[config.mk]
export PLATFORM = sky130hd
export DESIGN_NAME = lbp_code_unit
export DESIGN_NICKNAME = d
export VERILOG_FILES = /design/src/rtl/lbp_pkg.sv /design/src/rtl/lbp_code_unit.sv
export SDC_FILE = /design/constraint.sdc
export NUM_CORES = 1
export LEC_CHECK = 0
export BUFFER_PORTS_ARGS = -buffer_cell sky130_fd_sc_hd__buf_2
export CORE_MARGIN = 1
export CORE_UTILIZATION = 49
export DETAILED_ROUTE_END_ITERATION = 8
export PLACE_DENSITY = 0.66
export SLEW_MARGIN = 20
export SYNTH_ARGS = -nofsm -noshare
export SYNTH_HDL_FRONTEND = slang
export SYNTH_SLANG_ARGS = --single-unit
[constraint.sdc]
create_clock -name clock -period 1.7 [get_ports clock]
set_input_delay 0.17 -clock clock [delete_from_list [all_inputs] [get_ports clock]]
set_output_delay 0.17 -clock clock [all_outputs]
set_load 0.05 [all_outputs]
[src/rtl/lbp_pkg.sv]
// Shared types and constants for the 3x3 local binary pattern core.
`timescale 1ns / 1ps

package lbp_pkg;

   localparam int PIXEL_W     = 8;
   localparam int IMG_W_W     = 11;
   localparam int IMG_H_W     = 16;
   localparam int CSR_INDEX_W = 2;
   localparam int CSR_DATA_W  = 16;

   localparam logic [CSR_INDEX_W-1:0] CSR_IMAGE_WIDTH  = 2'd0;
   localparam logic [CSR_INDEX_W-1:0] CSR_IMAGE_HEIGHT = 2'd1;

   localparam logic [IMG_W_W-1:0] IMAGE_WIDTH_RESET  = 11'd640;
   localparam logic [IMG_H_W-1:0] IMAGE_HEIGHT_RESET = 16'd480;
   localparam logic [IMG_H_W-1:0] MIN_HEIGHT         = 16'd3;

   // per-pixel position flags, carried with the request down the pipe
   typedef struct packed {
      logic emit;
      logic row_end;
      logic frame_end;
   } lbp_flags_type;

endpackage

[src/rtl/lbp_code_unit.sv]
// Six-entry 3x3 window and the neighbour-versus-centre compare.
`timescale 1ns / 1ps

module lbp_code_unit (
   input  logic                         clock,
   input  logic                         reset,
   input  logic                         shift,
   input  logic [lbp_pkg::PIXEL_W-1:0]  top,
   input  logic [lbp_pkg::PIXEL_W-1:0]  mid,
   input  logic [lbp_pkg::PIXEL_W-1:0]  bot,
   output logic [lbp_pkg::PIXEL_W-1:0]  code
);

   // entries 0..2: column c-2 top/mid/bottom, 3..5: column c-1
   logic [lbp_pkg::PIXEL_W-1:0] win_ff [6];
   logic [lbp_pkg::PIXEL_W-1:0] centre;

   always_ff @(posedge clock) begin
      if (reset) begin
         for (int i = 0; i < 6; i++) begin
            win_ff[i] <= '0;
         end
      end else if (shift) begin
         win_ff[0] <= win_ff[3];
         win_ff[1] <= win_ff[4];
         win_ff[2] <= win_ff[5];
         win_ff[3] <= top;
         win_ff[4] <= mid;
         win_ff[5] <= bot;
      end
   end

   always_comb begin
      centre  = win_ff[4];
      code[7] = win_ff[0] >= centre;
      code[6] = win_ff[3] >= centre;
      code[5] = top       >= centre;
      code[4] = mid       >= centre;
      code[3] = bot       >= centre;
      code[2] = win_ff[5] >= centre;
      code[1] = win_ff[2] >= centre;
      code[0] = win_ff[1] >= centre;
   end

endmodule

Word level (Yosys, flattened, before mapping)
Memory sizes are Yosys's and may differ from the RTL's.
Index checks and enable logic that the tools add are counted.
{ "classes": {"n_lt_le_gt_ge": 8, "n_mux": 11, "bitwise": 6} }
{ "op_table": {"columns": ["op", "n"], "rows": [
  ["$ge 8x8->1", 8],
  ["$mux 8", 6],
  ["$or 1x1->1", 6],
  ["$mux 1", 5]
]} }
{ "totals": {"wordCells": 26, "register_bits": 0, "n_memories": 1, "inputBits": 27, "out_inout_bits": 8, "ram_bits": 48} }
{ "mem_list": {"columns": ["memory", "words", "width", "rd", "rd_ports_with_merged_regs", "wr", "line_no", "rtl"], "rows": [
  ["win_ff", 6, 8, 6, 0, 6, "lbp_code_unit.sv:15", "logic [lbp_pkg::PIXEL_W-1:0] win_ff [6];"]
]} }

Logic depth before layout (Yosys ltp)
{ "depth": {"depth_word": 4, "depth_mapped": 5, "mapped_depth_nobuf": 5} }

Worst setup path after synthesis
No wires, ideal clock.
{ "synth_path": {"kind": "register to output", "from": "memory win_ff[0][39] in the netlist's numbering", "to": "output code[7] in the netlist's numbering", "arrival_ps": 1712, "path_buffers": 0, "required_ps": 1530, "slack_ps": -182, "path_stages_with_launch": 6, "path_cell_list": "edfxtp_1 inv_1 ha_1 and3_1 nand3_1 o21ai_1"} }
{ "synth_lines": {"columns": ["element", "line_no", "rtl"], "rows": [
  ["start: declaration", "lbp_code_unit.sv:15", null],
  ["end: declaration", "lbp_code_unit.sv:11", "output logic [lbp_pkg::PIXEL_W-1:0] code"]
]} }

==> results.ini <==
[grt]
grt_pass1_vias=2036
grt-ovfl-total=0
grt_pass1_wl_um=9290
grt.total_usage=0.192
antenna_found_initial=0
grt_max_degree=49

[clock_tree]
htreeDepth=2
numCtsBuffers=5
root_buffer=clkbuf_8
cts_tree=built
cts.sinks=48
clock_latency_ns=0.31
clkTransAtPathRegs_ns=0.09
cts_buffer_depth=2

[timing]
period_share=1.21
finalWorstSetupSlack_ns=-0.365
skew_ns=0.00584
maxSlewViolCount=0
hold_viol=0
fin_crit_ns=2.07
max_freq_ghz=0.484
rsz0062_at_grt=true
tightest_slew_ns=0.802
hold_ws_ns=0.149
tns_ns=-2.57
setup_viol=8
relSlewSlack=0.465

[final_layout]
layout_common_cells=and2_1 (48), edfxtp_1 (48), ha_1 (42), buf_2 (26), a21o_1 (24)
largest_register=win_ff
final_cells=395
drive_gt1_frac=0.400
synthToLayoutAreaGrowth_pct=32.6
num-fill-cells=438
reg_top3=win_ff: 48 flops
multi_input_area_um2=2000
largest_reg_flops=48
ff_latch_area_um2=1440
diodes=0
nNetsFinal=410

[place]
dp_hpwl_um=4320
port_buffers=34
place_congestion=0.769
placed_cells=383

[worst_setup_path]
crit_fanout=3
r2r-end=win_ff[0][11]
r2r_start=win_ff[0][35]
reg2regPathDepth=2
reg2reg_setup_slack_ns=0.74
cp-end-kind=primary output
critPathLaunchType=flip-flop
cp_data_required_time_ns=1.53
arrival_ns=1.90
path_class=reg -> out

[worst_hold_path]
worstHoldStart=mid[0]
hold_end=win_ff[0][32]
hold_depth=2
hp-class=in -> reg

[yosys]
synth_area_um2=3170
ys_ff_latch=48
synth_fp_nets=345
synth-seq-area-share=0.455
yosysUniqueCellTypes=16
avgSynthCellArea_um2=12.5
yosysWarningCount=0
ys_top_cells_by_area=edfxtp_1 (45%), ha_1 (25%), and2_1 (9.5%)
synth.top_cell.area_share=0.455
netlist_instances=254
synth.largest_area_cell=edfxtp_1

[drt]
wirelength_um=6310
antenna_left=0
routedWlPerCell_um=16.0
viasPerCell=5.39
num_vias=2129
drc=0
drt_first_iter_violations=70
firstDrtPassIters=4

[floorplanning]
dieArea_um2=6790
fp.dieW_um=82.4
die_y_um=82.4
initial_utilization=0.523
num_rows=28
ioPinCount=35
core_area_um2=6060

[job]
maxCapViolCount=0

[power]
powerDensity_nw_per_um2=811
ir_drop_v=0.000483
p_leak_nw=1.88
power_w=0.00341

[outcome]
status=complete, but fails checks
violations=negative setup slack

power by group:
group          leakage [nW]  internal (W)  switching (W)
logic                  1.30      0.000551       0.000579
clock network        0.0558      0.000436       0.000396
registers             0.524       0.00140      0.0000478
total                  1.88       0.00239        0.00102
worst max-delay path by stage:
stage | startpoint | to | slack (ns) | cells after the start
2_1_floorplan | win_ff[0][38] | code[6] | 0.005 | 5
3_3_place_gp | win_ff[0][39] | code[6] | -0.09 | 7
3_5_place_dp | win_ff[0][35] | code[1] | -0.14 | 6
4_1_cts | win_ff[0][38] | code[4] | -0.34 | 7
5_1_grt | win_ff[0][35] | code[4] | -0.45 | 7
6_report | win_ff[0][35] | code[4] | -0.37 | 7
routing by layer:
layer | routed length [µm] | vias to the layer above | global-route usage
met5 | 0 | - | 0
met4 | 49 | 0 | 0.0421
met3 | 107 | 5 | 0.0330
met2 | 3510 | 21 | 0.368
met1 | 2650 | 1026 | 0.221
li1 | - | 1077 | -
final cells by class:
type                            count  share of cell area
Clock inverter                      3              0.0101
Clock buffer                        5              0.0164
Timing Repair Buffer               63               0.117
Tap cell                           75              0.0223
Inverter                           15              0.0143
Multi-Input combinational cell    186               0.477
Sequential cell                    48               0.343
Yosys cell counts:
master,instances
nor2b_4,1
a221oi_2,4
clkbuf_2,2
a221oi_1,4
nand3_1,8
or2_2,1
and3_1,8
ha_1,64
inv_1,15
buf_6,3
edfxtp_1,48
a21o_1,24
and2_1,48
a31oi_1,8
nand2b_1,8
o21ai_1,8
logic make-up (layout without fill, tap and decap cells):
| logic type | after synthesis | count (layout) | synth area share |
|---|---|---|---|
| compound gates | 48 | 48 | 0.115 |
| fa+ha+maj | 64 | 64 | 0.253 |
| buf+inv | 20 | 86 | 0.0316 |
| flops | 48 | 48 | 0.455 |
| simple gates | 74 | 74 | 0.145 |
repair_timing:
item,CTS,global route
setup buffers,4,0
gates resized for setup,57,20
hold buffers,0,0
endpoints found under the setup margin,8,8
pin swaps,17,23
through the flow:
stage                     cell area (µm²)  utilization  worst slack (ns)
after floorplan                      3200            -           0.00513
after global placement               3610        0.595           -0.0906
after detailed placement             3610        0.595            -0.143
after CTS                            4020        0.663            -0.340
after global routing                 4200        0.693            -0.449
final                                4200        0.693            -0.365
worst max-delay path, stage by stage, from the launching register on:
cell        delay (ns)
edfxtp_1          0.41
clkinvlp_4        0.14
buf_6             0.14
ha_1              0.18
a21o_1            0.19
a221oi_4          0.27
o21ai_2           0.09
buf_6             0.16
(Power assumes the default switching activity.)
