`config.mk`:
```
export PLATFORM = sky130hd
export DESIGN_NAME = lbp_pos_counter
export DESIGN_NICKNAME = d
export VERILOG_FILES = /design/src/rtl/lbp_pkg.sv /design/src/rtl/lbp_pos_counter.sv
export SDC_FILE = /design/constraint.sdc
export NUM_CORES = 1
export LEC_CHECK = 0
export BUFFER_PORTS_ARGS = -buffer_cell sky130_fd_sc_hd__buf_2
export CELL_PAD_IN_SITES_DETAIL_PLACEMENT = 1
export CELL_PAD_IN_SITES_GLOBAL_PLACEMENT = 2
export CORE_ASPECT_RATIO = 1.5
export CORE_MARGIN = 2
export CORE_UTILIZATION = 39
export CTS_BUF_LIST = sky130_fd_sc_hd__clkbuf_2
export DETAILED_ROUTE_END_ITERATION = 8
export PLACE_DENSITY_LB_ADDON = 0.1
export SLEW_MARGIN = 5
export SYNTH_ARGS = -nofsm -noshare
export SYNTH_HDL_FRONTEND = slang
export SYNTH_SLANG_ARGS = --single-unit
```
`constraint.sdc`:
```
create_clock -name clock -period 6.2 [get_ports clock]
set_input_delay 1.86 -clock clock [delete_from_list [all_inputs] [get_ports clock]]
set_output_delay 1.86 -clock clock [all_outputs]
set_load 0.02 [all_outputs]
```
`src/rtl/lbp_pkg.sv`:
```
// Shared types and constants for the 3x3 local binary pattern core.
`timescale 1ns / 1ps

package lbp_pkg;

   localparam int PIXEL_W     = 8;
   localparam int IMG_W_W     = 11;
   localparam int IMG_H_W     = 16;
   localparam int CSR_INDEX_W = 2;
   localparam int CSR_DATA_W  = 16;

   localparam logic [CSR_INDEX_W-1:0] CSR_IMAGE_WIDTH  = 2'd0;
   localparam logic [CSR_INDEX_W-1:0] CSR_IMAGE_HEIGHT = 2'd1;

   localparam logic [IMG_W_W-1:0] IMAGE_WIDTH_RESET  = 11'd640;
   localparam logic [IMG_H_W-1:0] IMAGE_HEIGHT_RESET = 16'd480;
   localparam logic [IMG_H_W-1:0] MIN_HEIGHT         = 16'd3;

   // per-pixel position flags, carried with the request down the pipe
   typedef struct packed {
      logic emit;
      logic row_end;
      logic frame_end;
   } lbp_flags_type;

endpackage

```
`src/rtl/lbp_pos_counter.sv`:
```
// Frame geometry registers and the column/row position counters.
`timescale 1ns / 1ps

module lbp_pos_counter #(
   parameter int MAX_WIDTH = 1024
) (
   input  logic                                 clock,
   input  logic                                 reset,
   input  logic                                 csr_we,
   input  logic [lbp_pkg::CSR_INDEX_W-1:0]      csr_index,
   input  logic [lbp_pkg::CSR_DATA_W-1:0]       csr_wdata,
   input  logic                                 advance,
   output logic [$clog2(MAX_WIDTH)-1:0]         col,
   output lbp_pkg::lbp_flags_type               flags
);

   localparam int CW = $clog2(MAX_WIDTH);
   localparam int LW = (CW + 1 > lbp_pkg::IMG_W_W) ? CW + 1 : lbp_pkg::IMG_W_W;
   localparam logic [LW-1:0] W_MAX = LW'(MAX_WIDTH);
   localparam logic [LW-1:0] W_MIN = LW'(3);

   logic [lbp_pkg::IMG_W_W-1:0] width_ff;
   logic [lbp_pkg::IMG_H_W-1:0] height_ff;
   logic [CW-1:0]               col_ff, col_in;
   logic [lbp_pkg::IMG_H_W-1:0] row_ff, row_in;

   logic [LW-1:0]               w_ext, w_eff;
   logic [lbp_pkg::IMG_H_W-1:0] h_eff;
   logic                        last_col, last_row;

   always_ff @(posedge clock) begin
      if (reset) begin
         width_ff  <= lbp_pkg::IMAGE_WIDTH_RESET;
         height_ff <= lbp_pkg::IMAGE_HEIGHT_RESET;
      end else if (csr_we) begin
         unique case (csr_index)
            lbp_pkg::CSR_IMAGE_WIDTH:  width_ff  <= csr_wdata[lbp_pkg::IMG_W_W-1:0];
            lbp_pkg::CSR_IMAGE_HEIGHT: height_ff <= csr_wdata[lbp_pkg::IMG_H_W-1:0];
            default: ;
         endcase
      end
   end

   always_comb begin
      w_ext = LW'(width_ff);
      if (w_ext < W_MIN) begin
         w_eff = W_MIN;
      end else if (w_ext > W_MAX) begin
         w_eff = W_MAX;
      end else begin
         w_eff = w_ext;
      end
      h_eff = (height_ff < lbp_pkg::MIN_HEIGHT) ? lbp_pkg::MIN_HEIGHT : height_ff;

      // a counter at or past a shrunken limit counts as the last one
      last_col = (LW'(col_ff) + LW'(1)) >= w_eff;
      last_row = ({1'b0, row_ff} + 17'd1) >= {1'b0, h_eff};

      flags.emit      = (row_ff >= 16'd2) && (col_ff >= CW'(2));
      flags.row_end   = last_col;
      flags.frame_end = last_col && last_row;

      col_in = col_ff;
      row_in = row_ff;
      if (advance) begin
         if (last_col) begin
            col_in = '0;
            row_in = last_row ? '0 : row_ff + 16'd1;
         end else begin
            col_in = col_ff + CW'(1);
         end
      end
   end

   always_ff @(posedge clock) begin
      if (reset) begin
         col_ff <= '0;
         row_ff <= '0;
      end else begin
         col_ff <= col_in;
         row_ff <= row_in;
      end
   end

   assign col = col_ff;

endmodule

```
After elaboration in Yosys (flattened, before gate mapping). Cells that the tools add are included. W data, S select, Z words.

Register bits: 53. Input bits: 22. Logic and storage cells: 27.

Equal/unequal tests: 1. Multiplexer cells: 5. Order comparisons: 7. Add/sub/neg operators: 4. Reductions and logical operators: 6.

Operators with widths (count): $mux W16 (2); $mux W11 (2); $add A16 B1 Y17 const B (1); $ge A17 B16 Y1 (1); $add A16 B1 Y16 const B (1); $ge A16 B2 Y1 const B (1); $lt A16 B2 Y1 const B (1); $add A10 B1 Y11 const B (1); $ge A11 B11 Y1 (1); $gt A11 B11 Y1 const B (1); $lt A11 B2 Y1 const B (1); $add A10 B1 Y10 const B (1); $ge A10 B2 Y1 const B (1); $mux W10 (1); $reduce_and A2 Y1 (3); $eq A2 B1 Y1 const B (1); $logic_and A1 B1 Y1 (2); $logic_not A2 Y1 (1).

Depth between registers and ports, before layout. Gate-level depths: netlist (run 1).

Depth in word-level cells: 5. Mapped depth: 15.

Worst setup path after synthesis (run 1). No wires, ideal clock.

Path kind: flip-flop to output port. Start: reg row_ff[0] (netlist name). End: out flags[0] (netlist name). Path slack: 1.631 ns. Arrival time: 2.709 ns. Stages on the path, launching flop included: 16. Path through: dfxtp_1 -> ha_1 -> nand2_1 -> nor2_1 -> nand2_1 -> nor3_1 -> xnor2_1 -> inv_1 -> ha_1 -> nand4_1 -> nor2_1 -> o311ai_2 -> and3_1 -> buf_4 -> o31ai_2 -> and2_1.

RTL lines: from (decl) (RTL line lbp_pos_counter.sv:25) `logic [lbp_pkg::IMG_H_W-1:0] row_ff, row_in;`; from (signal assigned) (RTL line lbp_pos_counter.sv:81) `row_ff <= row_in;`; to (decl) (RTL line lbp_pos_counter.sv:14) `output lbp_pkg::lbp_flags_type flags`.

==> results of run 1 <==
Yosys cell counts (all sizes together) (3+ instances only):
cell / instances / area, um2
a31oi: 6 / 52.6
inv: 28 / 105
and4: 3 / 28.8
clkbuf: 14 / 53.8
nand3: 34 / 170
o22ai: 4 / 25.0
nand4b: 3 / 26.3
xnor2: 17 / 149
nand4: 11 / 96.3
a32oi: 5 / 43.8
and3: 3 / 18.8
a211oi: 3 / 22.5
o211ai: 4 / 30.0
xor2: 6 / 52.6
o21bai: 3 / 22.5
nor2: 19 / 78.8
nor4: 13 / 81.3
a21o: 3 / 22.5
o21ai: 9 / 45.0
o2bb2ai: 3 / 26.3
a21oi: 41 / 205
nand2: 83 / 312
buf: 11 / 61.3
dfxtp: 53 / 1060
ha: 31 / 388
report_power, final:
part | leakage (nW) | internal [mW] | switching, mW
Combinational | 1.05 | 0.0308 | 0.0562
Sequential | 0.430 | 0.350 | 0.00800
Clock | 0.0292 | 0.0309 | 0.120
layout make-up:
cell class | count | area share, %
multi-input cells | 332 | 58.4
repair buffers | 35 | 4.84
clock buffers | 7 | 0.954
inverters | 30 | 3.07
clock inverters | 1 | 0.204
flip-flops and latches | 53 | 28.9
well taps | 107 | 3.64
per-stage QoR:
step,utilization [%],cell area [um2],worst slack [ps]
6_report,43.4,3670,483
5_1_grt,43.4,3670,103
4_1_cts,43.4,3670,439
3_5_place_dp,42.9,3630,1020
3_3_place_gp,42.9,3630,1110
2_1_floorplan,-,3430,1630
flip-flops by register name, summed over array words and instances (netlist names):
register	flops
row_ff	16
col	10
w_ext	11
height_ff	16
path summary, 6_finish.rpt:
path	start	endpoint	slack, ps	depth (start not counted)
setup / recovery	row_ff[0]	flags[0]	480	15
hold / removal	w_ext[1]	w_ext[1]	490	2
setup reg to reg	col[0]	col[8]	2700	12
hold reg to reg	w_ext[1]	w_ext[1]	490	2
logic make-up (layout without fill, tap and decap cells):
| logic type | count (synthesis) | after routing | share of synthesized area (%) |
|---|---|---|---|
| AOI/OAI and AO/OA | 94 | 94 | 18.5 |
| xor gates and xnor gates | 23 | 23 | 5.87 |
| DFF | 53 | 53 | 30.9 |
| and+or+nand+nor | 184 | 184 | 26.8 |
| adders and majority gates | 31 | 31 | 11.3 |
| buffers and inverters | 55 | 73 | 6.63 |
metal layers:
metal | GRT usage (%) | up-vias | routed length (um)
met5 | 0 | - | 0
met1 | 25.5 | 1561 | 4040
met2 | 38.8 | 33 | 5330
met3 | 2.50 | 13 | 186
li1 | - | 1590 | -
met4 | 6.78 | 0 | 191
placed cells by master (no fill, tap or decap), types with 4 or more instances in the layout:
cell type,synthesis,final
a31oi_1,5,5
dfxtp_1,53,53
o211ai_1,4,4
ha_1,31,31
inv_1,28,28
a21oi_1,41,41
nor4_1,13,13
xor2_1,6,6
nand2_1,83,83
nor2_1,18,18
o21ai_0,9,9
clkbuf_2,1,7
nand4_1,8,8
buf_2,7,34
a32oi_1,5,5
o22ai_1,4,4
nand3_1,34,34
xnor2_1,17,17
worst reg2reg max path, delay by kind of cell (launching register included):
kind,cells,cell delay [ps]
AO/OA/AOI/OAI,5,920
AND/OR/NAND/NOR,3,820
adder cells (fa/ha/maj),2,640
flip-flops,1,510
XOR/XNOR,1,370
buffers and inverters,1,210
==> summary.txt, run 1 <==
Status
  • Result of the run: finished, final reports clean

Critical path
  • Crit path DAT: 3860 ps
  • Crit path max fanout: 9
  • CP top delay family: simple AND/OR/NAND/NOR gates
  • Critical path's slowest cell: dfxtp_1
  • Kind of critical path: flop to output pin
  • Crit-path max cell delay: 490 ps
  • Critical path buffers and inverters: 2
  • Critical Path RT: 4340 ps
  • Critical-path cell list: ha_1 > nand2_1 > nor2_1 > nand2_1 > nor3_1 > xnor2_1 > inv_1 > ha_1 > nand3_1 > a21oi_1 > nor2_1 > and3_1 > o31ai_2 > and2_1 > buf_2
  • Worst Setup Start Kind: flop
  • Endpoint type of the worst setup path: output pin

Timing
  • Worst clock skew: 17.8 ps
  • Slew headroom: 22.3%
  • RSZ-0062 raised after global routing: false
  • Endpoints failing setup: 0
  • Achievable Freq: 175 MHz
  • Minimum clock period: 5720 ps
  • Slew Limit Fails: 0
  • Worst hold slack: 485 ps
  • Worst-Margin Slew: 1160 ps
  • Final hold violations: 0
  • Setup TNS: 0 ps
  • Final period util: 92.2%

Finish
  • Nets: 510
  • Number of fillers in the final layout: 1092
  • Area used by multi-input combinational logic: 0.00215 mm2
  • FF/Latch Area: 0.00106 mm2
  • Antenna cells: 0
  • Share of post-route cells with drive strength above 1: 12.2%
  • Synthesis-to-finish area growth: 6.96%
  • Non-Filler Instances: 565

Die
  • Die area: 0.00959 mm2
  • Die Height: 119 um
  • Num rows: 41
  • Core box area: 0.00846 mm2
  • Initial Util: 40.6%
  • I/O Pins: 35
  • Die width: 80.6 um

Place
  • Detailed placer's ending HPWL: 7450 um
  • # placed instances: 557
  • RD Place Congestion: 0.872
  • I/O Buffers: 34

GRT
  • Global route total overflow: 0
  • First-pass GRT wire length: 16000 um
  • Pin count of the biggest net entering global routing: 42
  • Antenna violations before repair: 0
  • Number of global-route vias before repair: 3268
  • Total global-route track usage: 21.4%

Routing
  • Initial DRT Pass Iterations: 4
  • Via density: 5.66
  • Drt initial violations: 64
  • Per-cell routed wire length: 17.3 um
  • Drt total wl: 9750 um
  • # DRC: 0
  • Via count: 3197
  • Final antenna-violating net count: 0

Power and ir drop
  • Pwr Density: 162 mW/mm2
  • Total Power: 0.597 mW
  • Max VDD drop: 0.0000776 V
  • Leak pwr: 1.51 nW

Flow run
  • Total of max-cap violations: 0

Clock network
  • Worst skew pair latency: 490 ps
  • CTS Root Cell: clkbuf_2
  • CTS tree: yes
  • Hold buffer count at CTS: 0
  • Post-CTS Resized: 0
  • Post-CTS setup buffer count: 0
  • Clock transition at the registers of the reported paths: 290 ps
  • CTS Buf Count: 5
  • Clock Path Buffers: 2
  • CTS H-tree lvls: 2
  • Clk sinks: 53

Logic synthesis
  • Synth Net Count: 493
  • Synthesized area: 0.00343 mm2
  • Yosys Warn Count: 0
  • Seq cells post-synth: 53
  • Syn Area/Cell: 7.81 um2
  • Cell count after synthesis: 440
  • Main synth FF type: dfxtp_1
  • Synth unique cells: 56
  • Post-synth EDFFs: 0
  • Sequential-to-total area share from yosys stat: 30.9%
  • Async SR Flop Fraction: 0%

Min path
  • Path category of the worst min-delay check: flop to flop
(Power assumes the default switching activity.)
==> run 2, diff against run 1 <==
ABC_AREA = 1   (was unset)
CORE_UTILIZATION = 37   (was 39)
CTS_CLUSTER_DIAMETER = 200   (was unset)
==> run 2 against run 1 <==
Compared with the run above: synthesized cell count is 17% higher; worst hold slack gained 19 ps; register-to-register slack better by 120 ps; power grew 17%; sequential power up 4%; combinational power grew 68%; critical endpoint unchanged; highest routed layer unchanged.
==> summary.txt, run 2 <==
Min path
  • Path category of the worst min-delay check: flop to flop
  • Hold Crit Endpoint: w_ext[7]
  • Hold path start: w_ext[7]
  • Hold path depth: 2

Timing
  • Worst hold slack: 504 ps
  • Minimum clock period: 5200 ps
  • Setup TNS: 0 ps
  • Final period util: 83.9%
  • Final hold violations: 0
  • Setup ws final: 995 ps
  • Endpoints failing setup: 0
  • RSZ-0062 raised after global routing: false
  • Slew headroom: 52.9%
  • Worst-Margin Slew: 705 ps
  • Achievable Freq: 192 MHz
  • Slew Limit Fails: 0
  • Worst clock skew: 24.7 ps

Critical path
  • Worst r2r src: col[0]
  • FF-to-FF End: row_ff[0]
  • Reg2Reg Depth: 16
  • Critical Path RT: 4340 ps
  • Worst reg2reg setup slack: 2820 ps
  • Worst Setup Start Kind: flop
  • Endpoint type of the worst setup path: output pin
  • Crit path max fanout: 17
  • Kind of critical path: flop to output pin
  • Crit path DAT: 3340 ps

Finish
  • Final core occ: 41.0%
  • Nets: 597
  • Synthesis-to-finish area growth: 8.99%
  • Area used by multi-input combinational logic: 0.00207 mm2
  • Most frequent cells in the layout: nand2_1 (136), inv_1 (65), nor2_1 (60), dfxtp_1 (53), a21oi_1 (40)
  • FF/Latch Area: 0.00106 mm2
  • Share of post-route cells with drive strength above 1: 12.7%
  • Number of fillers in the final layout: 1255
  • Final instance area: 0.00378 mm2
  • Non-Filler Instances: 657
  • Commonest non-fill, non-tap cell in the layout: nand2_1

Clock network
  • CTS Root Cell: clkbuf_2
  • Worst skew pair latency: 480 ps
  • Clock Path Buffers: 2
  • Clk sinks: 53
  • CTS tree: yes
  • Hold buffer count at CTS: 0
  • Post-CTS Resized: 0
  • CTS Buf Count: 5
  • CTS H-tree lvls: 2
  • Clock transition at the registers of the reported paths: 290 ps
  • Post-CTS setup buffer count: 0

Logic synthesis
  • Synth top area cells: dfxtp_1 (31%), nand2_1 (15%), ha_1 (11%)
  • Async SR Flop Fraction: 0%
  • Dominant cell type by area after synthesis: dfxtp_1
  • Syn Area/Cell: 6.71 um2
  • Synth cell count leaders: nand2_1 (136), inv_1 (65), nor2_1 (60)
  • Main synth FF type: dfxtp_1
  • Post-synth EDFFs: 0
  • Sequential-to-total area share from yosys stat: 30.6%
  • Yosys Warn Count: 0
  • Cell count after synthesis: 516
  • Synth Net Count: 569
  • Most common cell in the netlist: nand2_1
  • Synthesized area: 0.00346 mm2
  • Seq cells post-synth: 53
  • Share of the synthesized area in the top cell type: 30.6%
  • Synth unique cells: 36

Place
  • # placed instances: 649
  • Detailed placer's ending HPWL: 7860 um
  • Post-DP Area: 0.00371 mm2
  • I/O Buffers: 34
  • Setup WS pre-CTS: 1570 ps
  • RD Place Congestion: 0.802

Routing
  • Drt total wl: 9930 um
  • Drt initial violations: 105
  • Via density: 5.03
  • Via count: 3302
  • # DRC: 0
  • Per-cell routed wire length: 15.1 um
  • Initial DRT Pass Iterations: 4
  • Final antenna-violating net count: 0

Power and ir drop
  • Pwr Density: 186 mW/mm2
  • Total Power: 0.701 mW
  • Max VDD drop: 0.000102 V
  • Leak pwr: 1.92 nW

Die
  • Die width: 83.0 um
  • Die Height: 123 um
  • Initial Util: 37.7%
  • Num rows: 43
  • Core box area: 0.00920 mm2
  • Die area: 0.0102 mm2
  • I/O Pins: 35

GRT
  • Antenna violations before repair: 1
  • Global route total overflow: 0
  • Total global-route track usage: 20.0%
  • Number of global-route vias before repair: 3323
  • First-pass GRT wire length: 16200 um
  • Pin count of the biggest net entering global routing: 46

Status
  • Result of the run: finished, final reports clean

Flow run
  • Total of max-cap violations: 0
## run 2: cell count changes in the layout (fill, tap and decap cells not counted), moves of 5 or more
cell and change:
nand2_1 +53, nor2_1 +42, inv_1 +37, nand3_1 -16, xnor2_1 -16, o21ai_0 +15, xor2_1 +10, nor4_1 -9
nand2_2 +6, a21oi_2 +5, a31oi_1 -5
## run 2: final cells by class
class                           count  share of cell area [%]
Clock buffer                        5                   0.663
Multi-Input combinational cell    378                    54.8
Inverter                           71                    7.06
Antenna cell                        1                  0.0663
Timing Repair Buffer               35                    4.71
Clock inverter                      2                   0.928
Tap cell                          112                    3.71
Sequential cell                    53                    28.1
## run 2: cell families (layout without fill, tap and decap cells)
logic type,after synthesis,after routing,share of synthesized area (%)
fa+ha+maj,31,31,11.2
simple gates,248,248,30.6
flops,53,53,30.6
xor+xnor,17,17,4.30
buf+inv,85,113,9.68
compound gates,82,82,13.7
other cells,0,1,0
## run 2: worst max-delay path, stage by stage (launching register included)
cell and delay, ps:
dfxtp_1 490, ha_1 230, nand3_2 140, nor2_4 180, nand2_1 100, nor2_1 120
xor2_1 220, ha_1 280, nand2_1 110, nor2_1 50, nand3b_1 80, nor2_1 40
nor2_1 120, nand2_2 80, nor2_4 330, nor2_1 120, buf_2 180
## run 2: metal layers
metal  global-route usage (%)  share of wire, %  up-vias
li1                         -                 -     1703
met1                     21.8                40     1561
met2                     39.7                57       26
met3                     2.22               1.2       12
met4                     6.97               1.9        0
met5                        0                 0        -
## run 2: where the power goes
part | switching (mW) | internal [mW]
sequential | 0.0138 | 0.358
combinational | 0.0952 | 0.0503
clock | 0.118 | 0.0653
total | 0.227 | 0.473
## run 2: worst max path at each step
stage | start | to | slack [ps]
after floorplan | col[1] | flags[0] | 1900
after global placement | row_ff[0] | flags[0] | 1640
after detailed placement | row_ff[0] | flags[0] | 1570
after CTS | row_ff[0] | flags[0] | 940
after global routing | row_ff[0] | flags[0] | 610
final | row_ff[0] | flags[0] | 1000
==> run 3, diff against run 2 <==
CORE_UTILIZATION = 34   (was 37)
clock period = 4.85 ns   (was 6.2 ns; I/O delays follow)
==> run 3 against run 2 <==
Compared with the run above: final area increased by 1.0%; utilization decreased by 3.0 points; clock power increased by 34%; worst hold slack got worse by 0.70 ps; clock-buffer cell count increased by 1; clock skew decreased by 5.9 ps; highest routed layer unchanged; critical path type unchanged; largest power group unchanged; first-iteration DRC count decreased by 41%; worst setup slack got worse by 680 ps; power increased by 30%; via count decreased by 1.6%; non-clock buffer count increased by 1; critical path depth unchanged.
==> summary.txt, run 3 (synthesized netlist as in run 2, its figures left out) <==
Flow run
  • Total of max-cap violations: 0

Die
  • Die width: 86.4 um
  • Initial Util: 34.6%
  • Die Height: 128 um
  • Die area: 0.0110 mm2
  • Num rows: 45
  • I/O Pins: 35
  • Core box area: 0.0100 mm2

Clock network
  • CTS H-tree lvls: 2
  • Clock Path Buffers: 2
  • Clk sinks: 53
  • Clock transition at the registers of the reported paths: 300 ps
  • CTS Buf Count: 5
  • CTS Root Cell: clkbuf_2
  • CTS tree: yes
  • Worst skew pair latency: 500 ps

Routing
  • Final antenna-violating net count: 0
  • Drt initial violations: 62
  • Drt total wl: 10200 um
  • Per-cell routed wire length: 15.4 um
  • Via density: 4.89
  • Initial DRT Pass Iterations: 4
  • # DRC: 0
  • Via count: 3250

Finish
  • Share of post-route cells with drive strength above 1: 13.7%
  • Nets: 598
  • Most frequent cells in the layout: nand2_1 (136), inv_1 (65), nor2_1 (60), dfxtp_1 (49), a21oi_1 (40)
  • Commonest non-fill, non-tap cell in the layout: nand2_1
  • Final instance area: 0.00381 mm2
  • Final core occ: 38.1%
  • Synthesis-to-finish area growth: 10.1%

GRT
  • Antenna violations before repair: 1
  • Global route total overflow: 0
  • Total global-route track usage: 19.1%
  • Pin count of the biggest net entering global routing: 46
  • Number of global-route vias before repair: 3274
  • First-pass GRT wire length: 16200 um

Timing
  • Setup ws final: 314 ps
  • RSZ-0062 raised after global routing: false
  • Final period util: 93.5%
  • Slew headroom: 52.1%
  • Final hold violations: 0
  • Worst-Margin Slew: 716 ps
  • Achievable Freq: 220 MHz
  • Setup TNS: 0 ps
  • Worst clock skew: 18.9 ps
  • Minimum clock period: 4540 ps
  • Slew Limit Fails: 0
  • Endpoints failing setup: 0

Critical path
  • Worst Setup Start Kind: flop
  • Critical path's slowest cell: dfxtp_2
  • Endpoint type of the worst setup path: output pin
  • Crit-path max cell delay: 460 ps
  • Crit path max fanout: 5
  • Most used cell, CP: nand2_1
  • Critical-path cell list: ha_1 > nand3_2 > nor2_4 > nand2_1 > nor2_1 > xor2_1 > ha_1 > nand2_1 > nand2_1 > a21oi_1 > nand2_1 > nor2_1 > nand2_2 > nor2_4 > nor2_1 > buf_2
  • Kind of critical path: flop to output pin
  • Crit path DAT: 3080 ps
  • Critical Path RT: 3390 ps

Power and ir drop
  • Switching power share of the total: 33.0%
  • Pwr Density: 239 mW/mm2
  • Internal power: 0.612 mW
  • Sequential share of power: 52.1%
  • Combinational power share: 21.0%
  • Clk pwr share: 26.9%
  • Leak pwr: 1.93 nW
  • Total Power: 0.914 mW
  • Switching power: 0.302 mW
  • Max VDD drop: 0.000115 V

Status
  • Result of the run: finished, final reports clean

Place
  • Setup WS pre-CTS: 752 ps
  • Detailed placer's ending HPWL: 7990 um
  • RD Place Congestion: 0.792
  • I/O Buffers: 34
  • Post-DP Area: 0.00373 mm2

Min path
  • Path category of the worst min-delay check: flop to flop
==> run 3: layout make-up <==
class | count | area (um2)
clock inverter | 2 | 33.8
antenna | 1 | 2.50
inverter | 71 | 267
fill | 1335 | 6210
multi-input combinational | 378 | 2080
tap | 117 | 146
clock buffer | 6 | 30.0
timing repair buffer | 36 | 185
sequential | 53 | 1070
==> run 3: per-layer routing <==
| metal | vias to the layer above | GRT usage, % | share of wire, % |
|---|---|---|---|
| li1 | 1706 | - | - |
| met1 | 1514 | 20.3 | 40 |
| met2 | 19 | 37.4 | 57 |
| met3 | 11 | 2.58 | 1.1 |
| met4 | 0 | 6.53 | 2.0 |
| met5 | - | 0 | 0 |
==> run 3: power groups by stage <==
stage	registers, mW	clock network, mW	logic, mW
final	0.476	0.246	0.192
after global placement	0.483	0	0.191
after CTS	0.476	0.256	0.195
after global routing	0.479	0.267	0.220
after detailed placement	0.483	0	0.194
after floorplan	0.480	0	0.135
==> run 3: critical path, delay by kind of cell, from the launching register on <==
family,cells,cell delay (ps)
buffers and inverters,1,150
adders and majority gates,2,490
xor gates and xnor gates,1,230
AOI/OAI and AO/OA,1,120
DFF,1,460
and+or+nand+nor,11,1120
==> run 3: metrics by stage <==
step / hold slack [ps] / cells
after detailed placement: 478 / 655
final: 503 / 664
after CTS: 510 / 663
after global placement: 472 / 655
after global routing: 541 / 664
after floorplan: 443 / 516
==> run 3: timing repair <==
action                                 CTS  global route
setup endpoints to repair                0             2
gates resized for setup                  0             6
hold buffers                             0             0
endpoints found under the hold margin    0             0
buffers inserted                         0             0
==> run 3: worst paths after layout <==
kind / end / slack [ps] / startpoint / cells past startpoint
worst max-delay path: flags[0] / 310 / row_ff[0] / 16
worst min-delay path: height_ff[13] / 500 / height_ff[13] / 2
worst max register to register: row_ff[0] / 1630 / w_ext[7] / 15
worst min register to register: height_ff[13] / 500 / height_ff[13] / 2
